## src/design/srtm_pkg.sv

```systemverilog
// Shared constants and types for the three-mode signed remainder block.
`timescale 1ns / 1ps
`default_nettype none
package srtm_pkg;

   // Default operand width
   localparam int CELL_BITS = 32;

   // Front-to-back queue depth, power of two
   localparam int QUEUE_DEPTH = 2;

   typedef enum logic [1:0] {
      MODE_FLOORED = 2'd0,
      MODE_EUCLID  = 2'd1,
      MODE_TRUNC   = 2'd2
   } mode_type;

   // Per-transaction side information carried alongside the magnitudes
   typedef struct packed {
      logic     kill;   // result forced to zero
      mode_type mode;
      logic     neg_y;
      logic     neg_x;
   } meta_type;

   localparam int META_BITS = $bits(meta_type);

endpackage
`default_nettype wire

```

## src/design/srtm_if.sv

```systemverilog
// Request and response channel interfaces with valid/ready handshake.
`timescale 1ns / 1ps
`default_nettype none
interface srtm_req_if #(
   parameter int CELL_BITS = srtm_pkg::CELL_BITS
);
   logic                        valid;
   logic                        ready;
   logic [1:0]                  action;
   logic signed [CELL_BITS-1:0] dividend;
   logic signed [CELL_BITS-1:0] divisor;

   modport source (output valid, output action, output dividend, output divisor,
                   input ready);
   modport sink (input valid, input action, input dividend, input divisor,
                 output ready);
endinterface

`default_nettype wire

```

## src/design/srtm_front.sv

```systemverilog
// Front end: takes request transactions, splits operands into sign and magnitude.
`timescale 1ns / 1ps
`default_nettype none
module srtm_front #(
   parameter int CELL_BITS   = srtm_pkg::CELL_BITS,
   parameter int ENTRY_BITS  = srtm_pkg::META_BITS + 2 * srtm_pkg::CELL_BITS
) (
   srtm_req_if.sink              req_chan,
   output logic                  push_valid,
   input  logic                  push_ready,
   output logic [ENTRY_BITS-1:0] push_data
);

   logic [CELL_BITS-1:0] dvd_bits;
   logic [CELL_BITS-1:0] dvs_bits;
   logic [CELL_BITS-1:0] mag_x;
   logic [CELL_BITS-1:0] mag_y;
   logic                 bad_mode;
   srtm_pkg::meta_type   meta;

   always_comb begin
      dvd_bits = req_chan.dividend;
      dvs_bits = req_chan.divisor;
      mag_x    = dvd_bits[CELL_BITS-1] ? ('0 - dvd_bits) : dvd_bits;
      mag_y    = dvs_bits[CELL_BITS-1] ? ('0 - dvs_bits) : dvs_bits;

      case (srtm_pkg::mode_type'(req_chan.action))
         srtm_pkg::MODE_FLOORED,
         srtm_pkg::MODE_EUCLID,
         srtm_pkg::MODE_TRUNC: begin
            bad_mode = 1'b0;
         end
         default: begin
            bad_mode = 1'b1;
         end
      endcase

      meta.mode  = srtm_pkg::mode_type'(req_chan.action);
      meta.neg_x = dvd_bits[CELL_BITS-1];
      meta.neg_y = dvs_bits[CELL_BITS-1];
      // zero divisor and divisor of minus one both give zero
      meta.kill  = bad_mode || (dvs_bits == '0) || (dvs_bits == '1);
   end

   assign push_valid     = req_chan.valid;
   assign req_chan.ready = push_ready;
   assign push_data      = {meta, mag_y, mag_x};

endmodule
`default_nettype wire

```

## src/flat_wrapper.sv

```systemverilog
// flat-port wrapper written by rule: the top's interface ports become plain ports
module srtm_front_flat 
#(
   parameter int CELL_BITS   = srtm_pkg::CELL_BITS,
   parameter int ENTRY_BITS  = srtm_pkg::META_BITS + 2 * srtm_pkg::CELL_BITS
)
  (push_valid, push_ready, push_data, req_chan_valid, req_chan_action, req_chan_dividend, req_chan_divisor, req_chan_ready);
  srtm_req_if #(.CELL_BITS(CELL_BITS)) req_chan_i ();
  output logic push_valid;
  input  logic push_ready;
  output logic [ENTRY_BITS-1:0] push_data;
  input wire logic [$bits(req_chan_i.valid)-1:0] req_chan_valid;
  input wire logic [$bits(req_chan_i.action)-1:0] req_chan_action;
  input wire logic [$bits(req_chan_i.dividend)-1:0] req_chan_dividend;
  input wire logic [$bits(req_chan_i.divisor)-1:0] req_chan_divisor;
  output wire logic [$bits(req_chan_i.ready)-1:0] req_chan_ready;
  assign req_chan_i.valid = req_chan_valid;
  assign req_chan_i.action = req_chan_action;
  assign req_chan_i.dividend = req_chan_dividend;
  assign req_chan_i.divisor = req_chan_divisor;
  assign req_chan_ready = req_chan_i.ready;
  srtm_front #(.CELL_BITS(CELL_BITS), .ENTRY_BITS(ENTRY_BITS)) u_core (.req_chan(req_chan_i), .push_valid(push_valid), .push_ready(push_ready), .push_data(push_data));
endmodule
```

## config.mk

```make
export PLATFORM = sky130hd
export DESIGN_NAME = srtm_front_flat
export DESIGN_NICKNAME = d
export VERILOG_FILES = /design/src/design/srtm_pkg.sv /design/src/design/srtm_if.sv /design/src/design/srtm_front.sv /design/src/flat_wrapper.sv
export SDC_FILE = /design/constraint.sdc
export NUM_CORES = 1
export LEC_CHECK = 0
export CELL_PAD_IN_SITES_DETAIL_PLACEMENT = 0
export CELL_PAD_IN_SITES_GLOBAL_PLACEMENT = 1
export CORE_MARGIN = 5
export CORE_UTILIZATION = 30
export DETAILED_ROUTE_END_ITERATION = 8
export DONT_BUFFER_PORTS = 1
export GPL_TIMING_DRIVEN = 0
export PLACE_DENSITY_LB_ADDON = 0.1
export SLEW_MARGIN = 0
export SYNTH_ARGS = -nofsm -noshare
export SYNTH_HDL_FRONTEND = slang
export SYNTH_SLANG_ARGS = --single-unit
```

## constraint.sdc

```tcl
create_clock -name vclk -period 6.8
set_clock_uncertainty 0.05 [all_clocks]
set_input_delay 1.7 -clock vclk [all_inputs]
set_output_delay 1.7 -clock vclk [all_outputs]
set_load 0.1 [all_outputs]
```

==> metrics.cfg <==
[floorplanning]
start_util_pct=31.5
coreArea_sq_um=4790
rows=25
die_h_um=80.8
top_level_ports=139
chipWidth_um=80.8
dieArea_sq_um=6530

[timing]
fmax_mhz=167
rsz0062_at_grt=no
slew_viol_final=0
tns_ps=0
finalSetupViolations=0
slew_headroom_pct=7.11
period_needed_ps=5980
finalHoldViolCount=0
hold_ws_ps=3560
fin_crit_sh_pct=87.9
layout_setup_ws_ps=822
worst_slew_pin_slew_ps=1380

[detailed_routing]
initialDrtViolationCount=57
wire_per_inst_um=19.8
drc=0
postRouteAntennaNets=0
avgViaCountPerCell=5.95
dr.pass1.iters=4
drt-total-wl_mm=5.58
vias=1671

[grt]
globalRouteOverflowTotal=0
track_usage_pct=15.7
antenna_found_initial=0
grt_pass1_wl_mm=8.46
grt_max_degree=11
grt_pass1_vias=1713

[layout]
layout.nets=287
final_cells=281
seq_cell_count=0
syn2layout_area_growth_pct=36.2
antenna_cells=0
multiInputGateArea_sq_um=1840
finalInstanceArea_sq_um=2050
fin_util_pct=42.8
nFillCells=510
drive_above_1_share_pct=35.5
clock_buffers=0
regArea_sq_um=0

[critical_path]
cp_top_family=simple AND/OR/NAND/NOR gates
crit_chain=or4_1 > or3_1 > or4b_1 > nor4_4
critPathKind=in2out
required_ps=5050
critPathSlowestCell=nor4_4
cp_max_fo=5
cpPeakStageDelay_ps=1060
end_kind=output port
path_buf_inv=0
start_kind=primary input
worstPathArrival_ps=4230

[power_and_ir_drop]
p_per_area_nw_per_um2=198
p_int_uw=60.6
ir_drop_uv=86.6
seq_power_share_pct=0
p_comb_share_pct=100.0
p_sw_uw=345
clkPwrFrac_pct=0
total_power_uw=406
swShare_pct=85.0
leakagePower_nw=0.753

[clock_network]
cts_hold_buf=0
postCtsSetupBuffers=0
cts_resized=0

[yosys]
netlist-cell-type-count=29
ys_seq_area_share_pct=0
yosys-top-cells-count=xnor2_1, o31ai_1, nand2_1
synth_top_area_cell=xnor2_1
synthMostInstantiatedCell=xnor2_1
yosys_warnings=0
synth.area.top_cells=xnor2_1, o31ai_1, o41ai_1, o21ai_0, nand2_1
synth.avg_cell_area_sq_um=7.03
synth_top_area_share_pct=33.7
syn-instance-count=214
syn_area_sq_um=1510
syn_nets=285

[place]
place_ws_ps=854
io_buffers=0
dpl_cell_area_sq_um=2050
hpwl_mm=4.83
place_congestion=0.829
dp_cells=281

[status]
status=finished clean

[worst_hold_path]
hp-class=in2out

[run]
drv_cap=0

-- cell type report --
cell class	count	share of cell area [%]
tap	67	4.09
multi-input combinational	189	89.5
inverter	5	0.915
buffer	20	5.49
-- worst paths after layout --
| check | start | endpoint | slack (ps) | cells after the start |
|---|---|---|---|---|
| setup / recovery | req_chan_dividend[25] | push_data[31] | 820 | 4 |
| hold / removal | req_chan_dividend[31] | push_data[64] | 3560 | 1 |
-- power by group through the flow --
stage,logic [mW],registers [mW],clock network [mW]
after floorplan,0.363,0,0
after global placement,0.376,0,0
after detailed placement,0.407,0,0
after CTS,0.407,0,0
after global routing,0.415,0,0
final,0.406,0,0
-- cells in the final DEF (no fill, tap or decap), types with 4 or more instances in the layout --
cell type  Yosys  routed
nor4_1        10       9
o21ai_0       14      11
o31ai_1       23      23
nor3_1         4       4
inv_1          5       5
or3_1          5       5
xnor2_2        0      58
o41ai_1       13      13
nand3_1        5       5
nor2_1         7       7
nand2_1       18      18
nand4_1        9       9
buf_4          8       8
clkbuf_1      11      11
or4_1          5       5
-- cell families after synthesis --
kind of cell / after synthesis / synth area share, %
fa+ha+maj: 3 / 2.49
compound gates: 53 / 27.1
simple gates: 75 / 27.9
xor+xnor: 58 / 33.7
buf+inv: 25 / 8.73
-- layer usage --
metal	global-route usage [%]	vias to the layer above	share of wire, %
met4	1.18	0	0.65
met5	0	-	0
met2	27.5	80	49
met1	19.5	780	39
li1	-	807	-
met3	5.10	4	11
Note: power is estimated with default switching activity, not from simulation.
