--- config.mk ---
export PLATFORM = sky130hd
export DESIGN_NAME = srtm_queue
export DESIGN_NICKNAME = d
export VERILOG_FILES = /design/src/design/srtm_pkg.sv /design/src/design/srtm_queue.sv
export SDC_FILE = /design/constraint.sdc
export NUM_CORES = 1
export LEC_CHECK = 0
export BUFFER_PORTS_ARGS = -buffer_cell sky130_fd_sc_hd__buf_2
export CORE_ASPECT_RATIO = 0.7
export CORE_MARGIN = 10
export CORE_UTILIZATION = 30
export CTS_BUF_LIST = sky130_fd_sc_hd__clkbuf_8
export CTS_CLUSTER_DIAMETER = 150
export CTS_CLUSTER_SIZE = 25
export DETAILED_ROUTE_END_ITERATION = 10
export SYNTH_ARGS = -nofsm -noshare
export SYNTH_HDL_FRONTEND = slang
export SYNTH_SLANG_ARGS = --single-unit
--- constraint.sdc ---
create_clock -name clock -period 5.8 [get_ports clock]
set_input_delay 1.16 -clock clock [delete_from_list [all_inputs] [get_ports clock]]
set_output_delay 1.16 -clock clock [all_outputs]
set_load 0.05 [all_outputs]
--- src/design/srtm_pkg.sv ---
// Shared constants and types for the three-mode signed remainder block.
`timescale 1ns / 1ps
`default_nettype none
package srtm_pkg;

   // Default operand width
   localparam int CELL_BITS = 32;

   // Front-to-back queue depth, power of two
   localparam int QUEUE_DEPTH = 2;

   typedef enum logic [1:0] {
      MODE_FLOORED = 2'd0,
      MODE_EUCLID  = 2'd1,
      MODE_TRUNC   = 2'd2
   } mode_type;

   // Per-transaction side information carried alongside the magnitudes
   typedef struct packed {
      logic     kill;   // result forced to zero
      mode_type mode;
      logic     neg_y;
      logic     neg_x;
   } meta_type;

   localparam int META_BITS = $bits(meta_type);

endpackage
`default_nettype wire

--- src/design/srtm_queue.sv ---
// Small register FIFO between the front end and the divider pipeline.
`timescale 1ns / 1ps
`default_nettype none
module srtm_queue #(
   parameter int ENTRY_BITS = srtm_pkg::META_BITS + 2 * srtm_pkg::CELL_BITS
) (
   input  logic                  clock,
   input  logic                  reset,
   input  logic                  push_valid,
   output logic                  push_ready,
   input  logic [ENTRY_BITS-1:0] push_data,
   output logic                  pop_valid,
   input  logic                  pop_ready,
   output logic [ENTRY_BITS-1:0] pop_data
);

   localparam int DEPTH    = srtm_pkg::QUEUE_DEPTH;
   localparam int PTR_BITS = (DEPTH > 1) ? $clog2(DEPTH) : 1;
   localparam int CNT_BITS = $clog2(DEPTH + 1);

   logic [ENTRY_BITS-1:0] entry_ff [DEPTH];
   logic [PTR_BITS-1:0]   wr_ptr_ff, wr_ptr_in;
   logic [PTR_BITS-1:0]   rd_ptr_ff, rd_ptr_in;
   logic [CNT_BITS-1:0]   count_ff, count_in;
   logic                  push;
   logic                  pop;

   always_comb begin
      push_ready = (count_ff != CNT_BITS'(DEPTH));
      pop_valid  = (count_ff != '0);
      push       = push_valid && push_ready;
      pop        = pop_valid && pop_ready;
      wr_ptr_in  = push ? wr_ptr_ff + 1'b1 : wr_ptr_ff;
      rd_ptr_in  = pop ? rd_ptr_ff + 1'b1 : rd_ptr_ff;
      case ({push, pop})
         2'b10: begin
            count_in = count_ff + 1'b1;
         end
         2'b01: begin
            count_in = count_ff - 1'b1;
         end
         default: begin
            count_in = count_ff;
         end
      endcase
   end

   assign pop_data = entry_ff[rd_ptr_ff];

   always_ff @(posedge clock) begin
      if (reset) begin
         wr_ptr_ff <= '0;
         rd_ptr_ff <= '0;
         count_ff  <= '0;
      end else begin
         wr_ptr_ff <= wr_ptr_in;
         rd_ptr_ff <= rd_ptr_in;
         count_ff  <= count_in;
      end
   end

   always_ff @(posedge clock) begin
      if (push) begin
         entry_ff[wr_ptr_ff] <= push_data;
      end
   end

endmodule
`default_nettype wire

==> results of run 1 <==
## power groups by stage
stage / clock network [mW] / registers [mW] / logic [mW]
after floorplan: 0 / 1.36 / 1.02
after global placement: 0 / 1.44 / 1.21
after detailed placement: 0 / 1.44 / 1.22
after CTS: 0.963 / 1.42 / 1.22
after global routing: 1.01 / 1.44 / 1.26
final: 0.926 / 1.41 / 1.20
## kinds of logic (layout without fill, tap and decap cells)
group                    after synthesis  count (layout)  synth area share
buffers and inverters                  9             177           0.01083
flip-flops                           143             143            0.8168
AND/OR/NAND/NOR                        9               9          0.009153
XOR/XNOR                               3               3          0.005058
adder cells (fa/ha/maj)                1               1          0.002408
multiplexers                          69              69            0.1495
AO/OA/AOI/OAI                          5               5          0.006260
## synthesized netlist by cell type, drive strengths merged
library cell	count	area [um2]
edfxtp	138	4144
mux2	69	777.0
buf	8	52.55
dfxtp	5	100.1
nor2	3	11.26
a21oi	2	10.01
xnor2	2	17.52
a21bo	1	10.01
and3	1	6.260
ha	1	12.51
inv	1	3.750
nand2	1	3.750
nand2b	1	6.260
nand3b	1	7.510
o21a	1	7.510
o21ai	1	5.000
or2	1	6.260
or3	1	6.260
xor2	1	8.760
## cells in the final DEF, fill, tap and decap left out, types with 2 or more instances in the layout
cell	netlist	layout
mux2_2	69	69
dfxtp_1	5	4
edfxtp_1	138	138
buf_2	6	143
clkbuf_8	0	17
nor2_1	3	3
clkinv_2	0	2
clkinvlp_4	0	2
bufinv_16	0	6
a21oi_1	2	2
xnor2_1	2	2
clkinv_4	0	3
## metal layers
metal	vias up	global-route usage
met2	90	0.1461
met4	4	0.03959
met1	1334	0.1049
met3	17	0.05514
met5	-	0
li1	1248	-
## final cells by class
type                       instances  area, um2  area share
timing repair buffer             144      723.2      0.1089
multi-input combinational         87      900.9      0.1356
clock inverter                    15      242.7     0.03654
tap                              231      289.0     0.04351
clock buffer                      17      234.0     0.03522
inverter                           1      5.005   0.0007534
sequential                       143       4248      0.6395
## registers in the layout, indices dropped and copies added (netlist names), named ones only
signal     count
wr_ptr_ff      1
entry_ff     138
rd_ptr_ff      1
count_ff       2
## metrics by stage
step / hold WS, ns / util / cell area (um2)
5_1_grt: 0.5572 / 0.3892 / 6643
4_1_cts: 0.5324 / 0.3892 / 6643
3_3_place_gp: 0.4981 / 0.3613 / 6166
3_5_place_dp: 0.5121 / 0.3613 / 6166
2_1_floorplan: 0.4739 / - / 5196
6_report: 0.5329 / 0.3892 / 6643
## worst max-delay path: stages (launching register included)
cell	delay, ns
dfxtp_4	0.98
mux2_2	0.44
buf_2	0.22
## worst max-delay path by stage
| stage | endpoint |
|---|---|
| after floorplan | entry_ff[1][0] |
| after global placement | pop_data[27] |
| after detailed placement | entry_ff[0][41] |
| after CTS | pop_data[66] |
| after global routing | pop_data[27] |
| final | pop_data[23] |
==> out/qor.csv, run 1 <==
metric,value,unit
status,"complete, no violations",
Core Box Area,0.01707,mm2
TritonCTS Buffers,17,
minimum clock period,3.256,ns
combinational power share,0.339,
Layout Skew,0.004374,ns
clock slew at reported path FFs,0.08,ns
largest net degree at the start of global routing,70,
CP Class,reg2out,
num ports,144,
root buf cell,clkbuf_8,
Initial DRT Pass Iterations,4,
I/O Buffers,143,
CTS tree,built,
Highest Signal Layer,met5,
reg2reg path depth,4,
Hold/Removal Path Class,reg2reg,
post-DR wirelength/cell,16.89,um
hold_buf cts,0,
Rel. slew slack,0.3257,
Syn-to-layout area delta,27.84,%
Netlist Area Pre-Place,0.005196,mm2
GRT Util Overall,0.09445,
hold path depth,2,
Synth Warn #,0,
CP arrival,2.10,ns
Sequential Power Share,0.400,
Tot Pwr,3.538,mW
Syn Area/Cell,21.74,um2
clk buf depth,2,
"FF+latch count, synth",143,
# Post-CTS Setup Buffers,0,
Ant. Diodes,0,
r2r endpoint,entry_ff[0][41],
PD cells,532.6,mW/mm2
reg2reg start,count_ff[0],
"wirelength, routed",10770,um
Hold Startpoint,count_ff[1],
placed cells,606,
crit path launch type,flop,
fin crit share,0.5613,
Total Neg Setup Slack,0,ns
Setup WS pre-CTS,2.932,ns
"Clk Latency, worst-skew pair",0.43,ns
die height,130.1,um
Slew @ Worst Pin,1.011,ns
post-synthesis instance total,239,
Layout fillers,1598,
Setup Viol. Count Final,0,
# DRC,0,
final hold vios,0,
initial drt markers,118,
H-tree depth,4,
WL met3,1018,um
post-DP HPWL,7218,um
Cell variety after synth,20,
DR vias,2693,
Die Wd,177.3,um
metal2 WL,5105,um
Post-Synthesis Net Count,313,
number of global-route vias before repair,3069,
nets@finish,468,
Resized Gates After CTS,0,
Rows,40,
Crit Path Max Fanout,69,
ANT nets after route,0,
R2R Setup Slk,3.62,ns
initial antenna violation count,2,
fmax,0.3072,GHz
Static Leak,2.439,nW
unrepaired setup endpoints after global routing,false,
layout cells sized above 1,0.6093,
Sw Ratio,0.3788,
Internal,2.198,mW
maximum vdd drop,0.0002367,V
CP endpoint kind,output port,
Max Slew Vio Count,0,
clk sinks,143,
DRT met1 WL,4476,um
initial core utilization,0.3045,
Net Switching,1.340,mW
DR vias/cell,4.221,
clock network fraction of total power,0.262,
required time worst endpoint,4.64,ns
gr ovfl total,0,
die area,0.02307,mm2
final worst setup slack,2.544,ns
first-pass GRT wire length,16330,um
maximum capacitance violations,0,
Final Wtd Congestion,0.6744,
Worst Hold End,count_ff[1],
Final Non-Filler Cells,638,
register area share after synthesis,0.8168,
(Power assumes the default switching activity.)
==> inputs of run 2 (changes only) <==
--- a/config.mk
+++ b/config.mk
@@ -5,6 +5,7 @@
 export SDC_FILE = /design/constraint.sdc
 export NUM_CORES = 1
 export LEC_CHECK = 0
+export ABC_AREA = 1
 export BUFFER_PORTS_ARGS = -buffer_cell sky130_fd_sc_hd__buf_2
 export CORE_ASPECT_RATIO = 0.7
 export CORE_MARGIN = 10
==> constraint.sdc (replaced) <==
create_clock -name clock -period 2.7 [get_ports clock]
set_input_delay 0.54 -clock clock [delete_from_list [all_inputs] [get_ports clock]]
set_output_delay 0.54 -clock clock [all_outputs]
set_load 0.05 [all_outputs]
==> run 2 against run 1 <==
First-iteration DRC count up 30%. Critical path depth up 1. Global-route usage up 0.31 points. Register-to-register slack worse by 2.7 ns. Clock skew up 0.0044 ns. Total power up 77%. Count of clock-buffer cells in the layout unchanged. Highest routed layer unchanged. Critical endpoint is now pop_data[8]. Largest power group unchanged. Clock power up 79%. Sequential power up 99%. Setup slack worse by 2.3 ns.
==> out/qor.csv, run 2 <==
metric,value,unit,change
nets@finish,488,,+4.3%
required time worst endpoint,2.16,ns,-2.48 ns
post-synth top area share,0.7874,,-0.01005
Yosys top cell by area,edfxtp_1,,
DR vias,2810,,+4.3%
Layout Skew,0.008771,ns,+0.004397 ns
multiplexer share of the synthesized area,0.1548,,+0.005248
DR vias/cell,4.271,,+1.2%
maximum capacitance violations,0,,unchanged
Reg with most FFs,entry_ff,,
most frequent cells in the layout,"143 x buf_2, 138 x edfxtp_1, 59 x mux2_2",,
final worst setup slack,0.2601,ns,-2.284 ns
Worst Hold End,entry_ff[0][12],,
Die Wd,178.3,um,+0.56%
initial drt markers,153,,+30%
minimum clock period,2.440,ns,
Setup Viol. Count Final,0,,unchanged
post-synthesis instance total,253,,+5.9%
largest cells by area after synthesis,"edfxtp_1 79%, mux2_2 13%, mux2_4 2.9%",,
Rows,40,,unchanged
num ports,144,,unchanged
Synth Warn #,0,,unchanged
first-pass GRT wire length,16990,um,+4.1%
Hold/Removal Path Class,in2reg,,
# Post-CTS Setup Buffers,0,,unchanged
CP Class,reg2out,,
die height,130.8,um,+0.54%
Resized Gates After CTS,0,,unchanged
Slew @ Worst Pin,0.6050,ns,-0.4064 ns
Layout fillers,1621,,+1.4%
CP endpoint kind,output port,,
CP max stage cell,dfxtp_4,,
Hold Startpoint,push_data[12],,
simple-gate area share of the yosys netlist,0.01403,,+0.004878
fmax,0.4099,GHz,
r2r endpoint,entry_ff[0][42],,
unrepaired setup endpoints after global routing,false,,
die area,0.02332,mm2,+1.1%
"wirelength, routed",11280,um,+4.7%
Initial DRT Pass Iterations,4,,unchanged
largest net degree at the start of global routing,43,,-39%
PD cells,937.7,mW/mm2,+76%
Post-synth top cells,"138 x edfxtp_1, 59 x mux2_2, 10 x mux2_4, 10 x nor2_1",,
"FF+latch count, synth",143,,unchanged
hold path depth,1,,-1
Syn-to-layout area delta,26.99,%,
Rel. slew slack,0.5967,,+0.2709
clk sinks,143,,unchanged
# DRC,0,,unchanged
post-DP HPWL,7905,um,+9.5%
final hold vios,0,,unchanged
Tot Pwr,6.266,mW,+77%
reg2reg path depth,5,,+1
Post-Synthesis Net Count,327,,+4.5%
Post-synth EDFFs,138,,unchanged
most common cell in the netlist,edfxtp_1,,
initial core utilization,0.3066,,+0.002088
xor and xnor fraction of the mapped netlist area,0,,-0.005057
Ant. Diodes,0,,unchanged
TritonCTS Buffers,17,,unchanged
Final Non-Filler Cells,658,,+3.1%
initial antenna violation count,1,,-1
crit path launch type,flop,,
Syn Area/Cell,20.80,um2,-4.3%
placed cells,626,,+3.3%
"most common cell after layout, fill and taps aside",buf_2,,
Max Slew Vio Count,0,,unchanged
reg2reg start,count_ff[0],,
GRT Util Overall,0.09754,,+0.003094
CP arrival,1.90,ns,-0.20 ns
Min Hold Slack,0.2885,ns,-0.2445 ns
H-tree depth,4,,unchanged
gr ovfl total,0,,unchanged
number of global-route vias before repair,3107,,+1.2%
largest registers,"entry_ff x138, count_ff x2",,
Main synth FF type,edfxtp_1,,
Post-Synth Adder-Cell Area,0.002378,,-0.00003034
Netlist Area Pre-Place,0.005263,mm2,+1.3%
root buf cell,clkbuf_8,,
ANT nets after route,0,,unchanged
Final Wtd Congestion,0.7154,,+6.1%
Synth Area in Compound Gates,0.004755,,-0.001505
R2R Setup Slk,0.94,ns,-2.68 ns
Finished Core Util,0.3893,,about the same
"Clk Latency, worst-skew pair",0.44,ns,about the same
I/O Buffers,143,,unchanged
status,"complete, no violations",,
combinational family with the most area after synthesis,multiplexers,,
hold_buf cts,0,,unchanged
CTS tree,built,,
layout cells sized above 1,0.5925,,-0.01683
Crit Path Max Fanout,22,,-68%
worst path cell trace,buf_4 -> mux2_2 -> buf_2,,
Setup WS pre-CTS,0.6881,ns,-2.244 ns
Post-synth ARST share,0,,unchanged
register area share after synthesis,0.8065,,-0.01029
Static Leak,2.508,nW,+2.8%
Largest register FFs,138,,unchanged
Core Box Area,0.01717,mm2,+0.59%
Cell variety after synth,14,,-30%
clock slew at reported path FFs,0.08,ns,about the same
maximum vdd drop,0.0005338,V,+130%
fin crit share,0.9037,,
Max stage delay on crit path,0.56,ns,-0.42 ns
clk buf depth,2,,unchanged
post-DR wirelength/cell,17.14,um,+1.5%
## run 2: cell count changes after synthesis, sizes merged, moves of 2 or more
| cell | before | now |
|---|---|---|
| o21ai | 1 | 3 |
| xnor2 | 2 | 0 |
| nor2 | 3 | 10 |
| nand2 | 1 | 8 |
| inv | 1 | 8 |
## run 2: area by class of cell
class	instances	area [um2]	area share
Sequential cell	143	4248	0.6356
Multi-Input combinational cell	94	940.9	0.1408
Timing Repair Buffer	150	780.7	0.1168
Tap cell	231	289.0	0.04325
Clock buffer	17	234.0	0.03501
Clock inverter	15	160.2	0.02397
Inverter	8	30.03	0.004494
## run 2: worst max-delay path, delay by kind of cell (launching register included)
kind,cells,cell delay (ns)
buf+inv,2,0.52
flops,1,0.56
mux,1,0.37
## run 2: kinds of logic (layout without fill, tap and decap cells)
logic type                 count (synthesis)  after routing
DFF                                      143            143
AOI/OAI and AO/OA                          5              5
muxes                                     69             69
buffers and inverters                     16            190
and+or+nand+nor                           19             19
adders and majority gates                  1              1
## run 2: report_power, final
group	internal, mW	switching (mW)	total, mW
registers	2.71	0.0854	2.80
clock network	0.831	0.830	1.66
logic	0.504	1.30	1.81
total	4.05	2.22	6.27
## run 2: worst max path at each step
stage	start	endpoint	slack, ns	cells past startpoint
floorplan	count_ff[0]	entry_ff[0][0]	-0.55	4
global placement	flop	pop_data[4]	0.71	3
detailed placement	flop	pop_data[8]	0.69	3
CTS	flop	pop_data[8]	0.18	3
global route	flop	pop_data[8]	0.13	3
finish	flop	pop_data[8]	0.26	3
## run 2: per-layer routing
layer,GRT usage,part of all wire
met1,0.1147,0.43
met2,0.1449,0.43
met3,0.05820,0.12
met4,0.03490,0.0098
met5,0,0.00071
## run 2: stage by stage
step / TNS (ns) / area, um2
finish: 0 / 6683
global route: 0 / 6683
CTS: 0 / 6683
detailed placement: 0 / 6289
global placement: 0 / 6289
floorplan: -75.55 / 5268
==> inputs of run 3 (changes only) <==
--- a/config.mk
+++ b/config.mk
@@ -7,6 +7,8 @@
 export LEC_CHECK = 0
 export ABC_AREA = 1
 export BUFFER_PORTS_ARGS = -buffer_cell sky130_fd_sc_hd__buf_2
+export CELL_PAD_IN_SITES_DETAIL_PLACEMENT = 0
+export CELL_PAD_IN_SITES_GLOBAL_PLACEMENT = 1
 export CORE_ASPECT_RATIO = 0.7
 export CORE_MARGIN = 10
 export CORE_UTILIZATION = 30
@@ -14,6 +16,7 @@
 export CTS_CLUSTER_DIAMETER = 150
 export CTS_CLUSTER_SIZE = 25
 export DETAILED_ROUTE_END_ITERATION = 10
+export PLACE_DENSITY_LB_ADDON = 0.1
 export SYNTH_ARGS = -nofsm -noshare
 export SYNTH_HDL_FRONTEND = slang
 export SYNTH_SLANG_ARGS = --single-unit
==> run 3 against run 2 <==
Via count down 2.2%. Utilization up 0.40 points. Design area up 1.0%. Die area unchanged. Sequential power about the same. Maximum frequency up 0.19%. Global-route usage up 0.34 points. First-iteration DRC count up 23%. Final cell count up 0.15%. Total power up 3.9%. Flip-flop and latch count unchanged. Largest power group unchanged.
==> out/qor.csv, run 3 (synthesis gave the netlist of run 2 again) <==
metric,value,unit,change
GRT Util Overall,0.1009,,+0.003405
number of global-route vias before repair,2976,,-4.2%
Tot Pwr,6.512,mW,+3.9%
"most common cell after layout, fill and taps aside",buf_2,,
Die Wd,178.3,um,unchanged
CP arrival,1.90,ns,about the same
gr ovfl total,0,,unchanged
DR vias/cell,4.168,,-2.4%
largest net degree at the start of global routing,43,,unchanged
Resized Gates After CTS,0,,unchanged
Syn-to-layout area delta,28.29,%,
PD cells,964.5,mW/mm2,+2.9%
maximum vdd drop,0.0003499,V,-34%
nets@finish,487,,-0.20%
# Post-CTS Setup Buffers,0,,unchanged
die height,130.8,um,unchanged
Largest register FFs,138,,unchanged
Initial DRT Pass Iterations,4,,unchanged
Finished Core Util,0.3933,,+0.004008
clk sinks,143,,unchanged
Reg with most FFs,entry_ff,,
Layout fillers,1605,,-0.99%
worst path cell trace,buf_12 -> mux2_2 -> buf_2,,
CP max stage cell,dfxtp_4,,
area of the multi-input gates,940.9,um2,unchanged
H-tree depth,4,,unchanged
Static Leak,2.533,nW,+1.0%
post-DR wirelength/cell,17.67,um,+3.1%
CP Class,reg2out,,
DR vias,2747,,-2.2%
status,"complete, no violations",,
TritonCTS Buffers,17,,unchanged
Worst Path Buf+Inv,2,,unchanged
clock slew at reported path FFs,0.08,ns,about the same
CTS tree,built,,
CP endpoint kind,output port,,
post-DP HPWL,8108,um,+2.6%
first-pass GRT wire length,17170,um,+1.0%
maximum capacitance violations,0,,unchanged
initial antenna violation count,4,,+3
ANT nets after route,0,,unchanged
"Clk Latency, worst-skew pair",0.43,ns,about the same
clk buf depth,2,,unchanged
Crit Path Max Fanout,29,,+32%
crit path launch type,flop,,
fin crit share,0.9020,,-0.001674
# DRC,0,,unchanged
most frequent cells in the layout,"143 x buf_2, 138 x edfxtp_1, 59 x mux2_2",,
Rows,40,,unchanged
Core Box Area,0.01717,mm2,unchanged
unrepaired setup endpoints after global routing,false,,
initial core utilization,0.3066,,unchanged
I/O Buffers,143,,unchanged
die area,0.02332,mm2,unchanged
"wirelength, routed",11640,um,+3.2%
final worst setup slack,0.2646,ns,+0.004519 ns
required time worst endpoint,2.16,ns,about the same
num ports,144,,unchanged
largest registers,"entry_ff x138, count_ff x2",,
fmax,0.4106,GHz,+0.19%
initial drt markers,188,,+23%
Hold/Removal Path Class,in2reg,,
Setup Viol. Count Final,0,,unchanged
minimum clock period,2.435,ns,-0.004519 ns
Max Slew Vio Count,0,,unchanged
hold_buf cts,0,,unchanged
Layout Skew,0.01033,ns,+0.001554 ns
Max stage delay on crit path,0.56,ns,about the same
Setup WS pre-CTS,0.6974,ns,+0.009260 ns
register area,0.004248,mm2,unchanged
CP top delay family,flip-flops,,
placed cells,625,,-0.16%
Rel. slew slack,0.5905,,-0.006186
Final Wtd Congestion,0.6831,,-4.5%
layout cells sized above 1,0.5929,,about the same
final hold vios,0,,unchanged
Slew @ Worst Pin,0.6143,ns,+0.009279 ns
Final Non-Filler Cells,659,,+0.15%
root buf cell,clkbuf_8,,
-- run 3: cell count changes in the layout (fill, tap and decap cells not counted) --
cell,previous run,this run
bufinv_16,2,5
diode_2,0,3
inv_6,4,1
buf_4,6,4
buf_12,1,2
clkinv_1,1,0
clkinv_2,2,3
clkinv_4,5,4
-- run 3: metrics by stage --
step	area, um2	TNS, ns	hold WS (ns)
after detailed placement	6294	0	0.5020
after global placement	6294	0	0.4834
after floorplan	5268	-75.55	0.4648
after CTS	6744	0	0.2406
final	6751	0	0.2831
after global routing	6744	0	0.2398
-- run 3: metal layers --
metal	routed length, um	vias up	part of all wire	track usage
li1	-	1305	-	-
met1	5168	1334	0.44	0.1261
met2	4969	96	0.43	0.1381
met3	1384	10	0.12	0.06365
met4	115	2	0.0099	0.03635
met5	7	-	0.00060	0
-- run 3: power breakdown --
part | leakage (nW) | internal, mW | total, mW | switching [mW]
Sequential | 1.33 | 2.71 | 2.80 | 0.0828
Clock | 0.226 | 1.10 | 1.90 | 0.800
Combinational | 0.975 | 0.509 | 1.82 | 1.31
Total | 2.53 | 4.32 | 6.51 | 2.19
-- run 3: final timing paths --
path | from | endpoint | slack [ns] | depth (start not counted)
worst max-delay path | flop | pop_data[7] | 0.26 | 3
worst min-delay path | push_data[26] | entry_ff[0][26] | 0.28 | 1
worst max register to register | count_ff[0] | entry_ff[0][53] | 0.90 | 5
worst min register to register | count_ff[1] | count_ff[1] | 0.53 | 2
-- run 3: area by class of cell --
class | instances | area share
antenna | 3 | 0.001112
clock inverter | 14 | 0.03206
sequential | 143 | 0.6292
multi-input combinational | 94 | 0.1394
tap | 231 | 0.04281
inverter | 8 | 0.004448
timing repair buffer | 149 | 0.1164
clock buffer | 17 | 0.03466
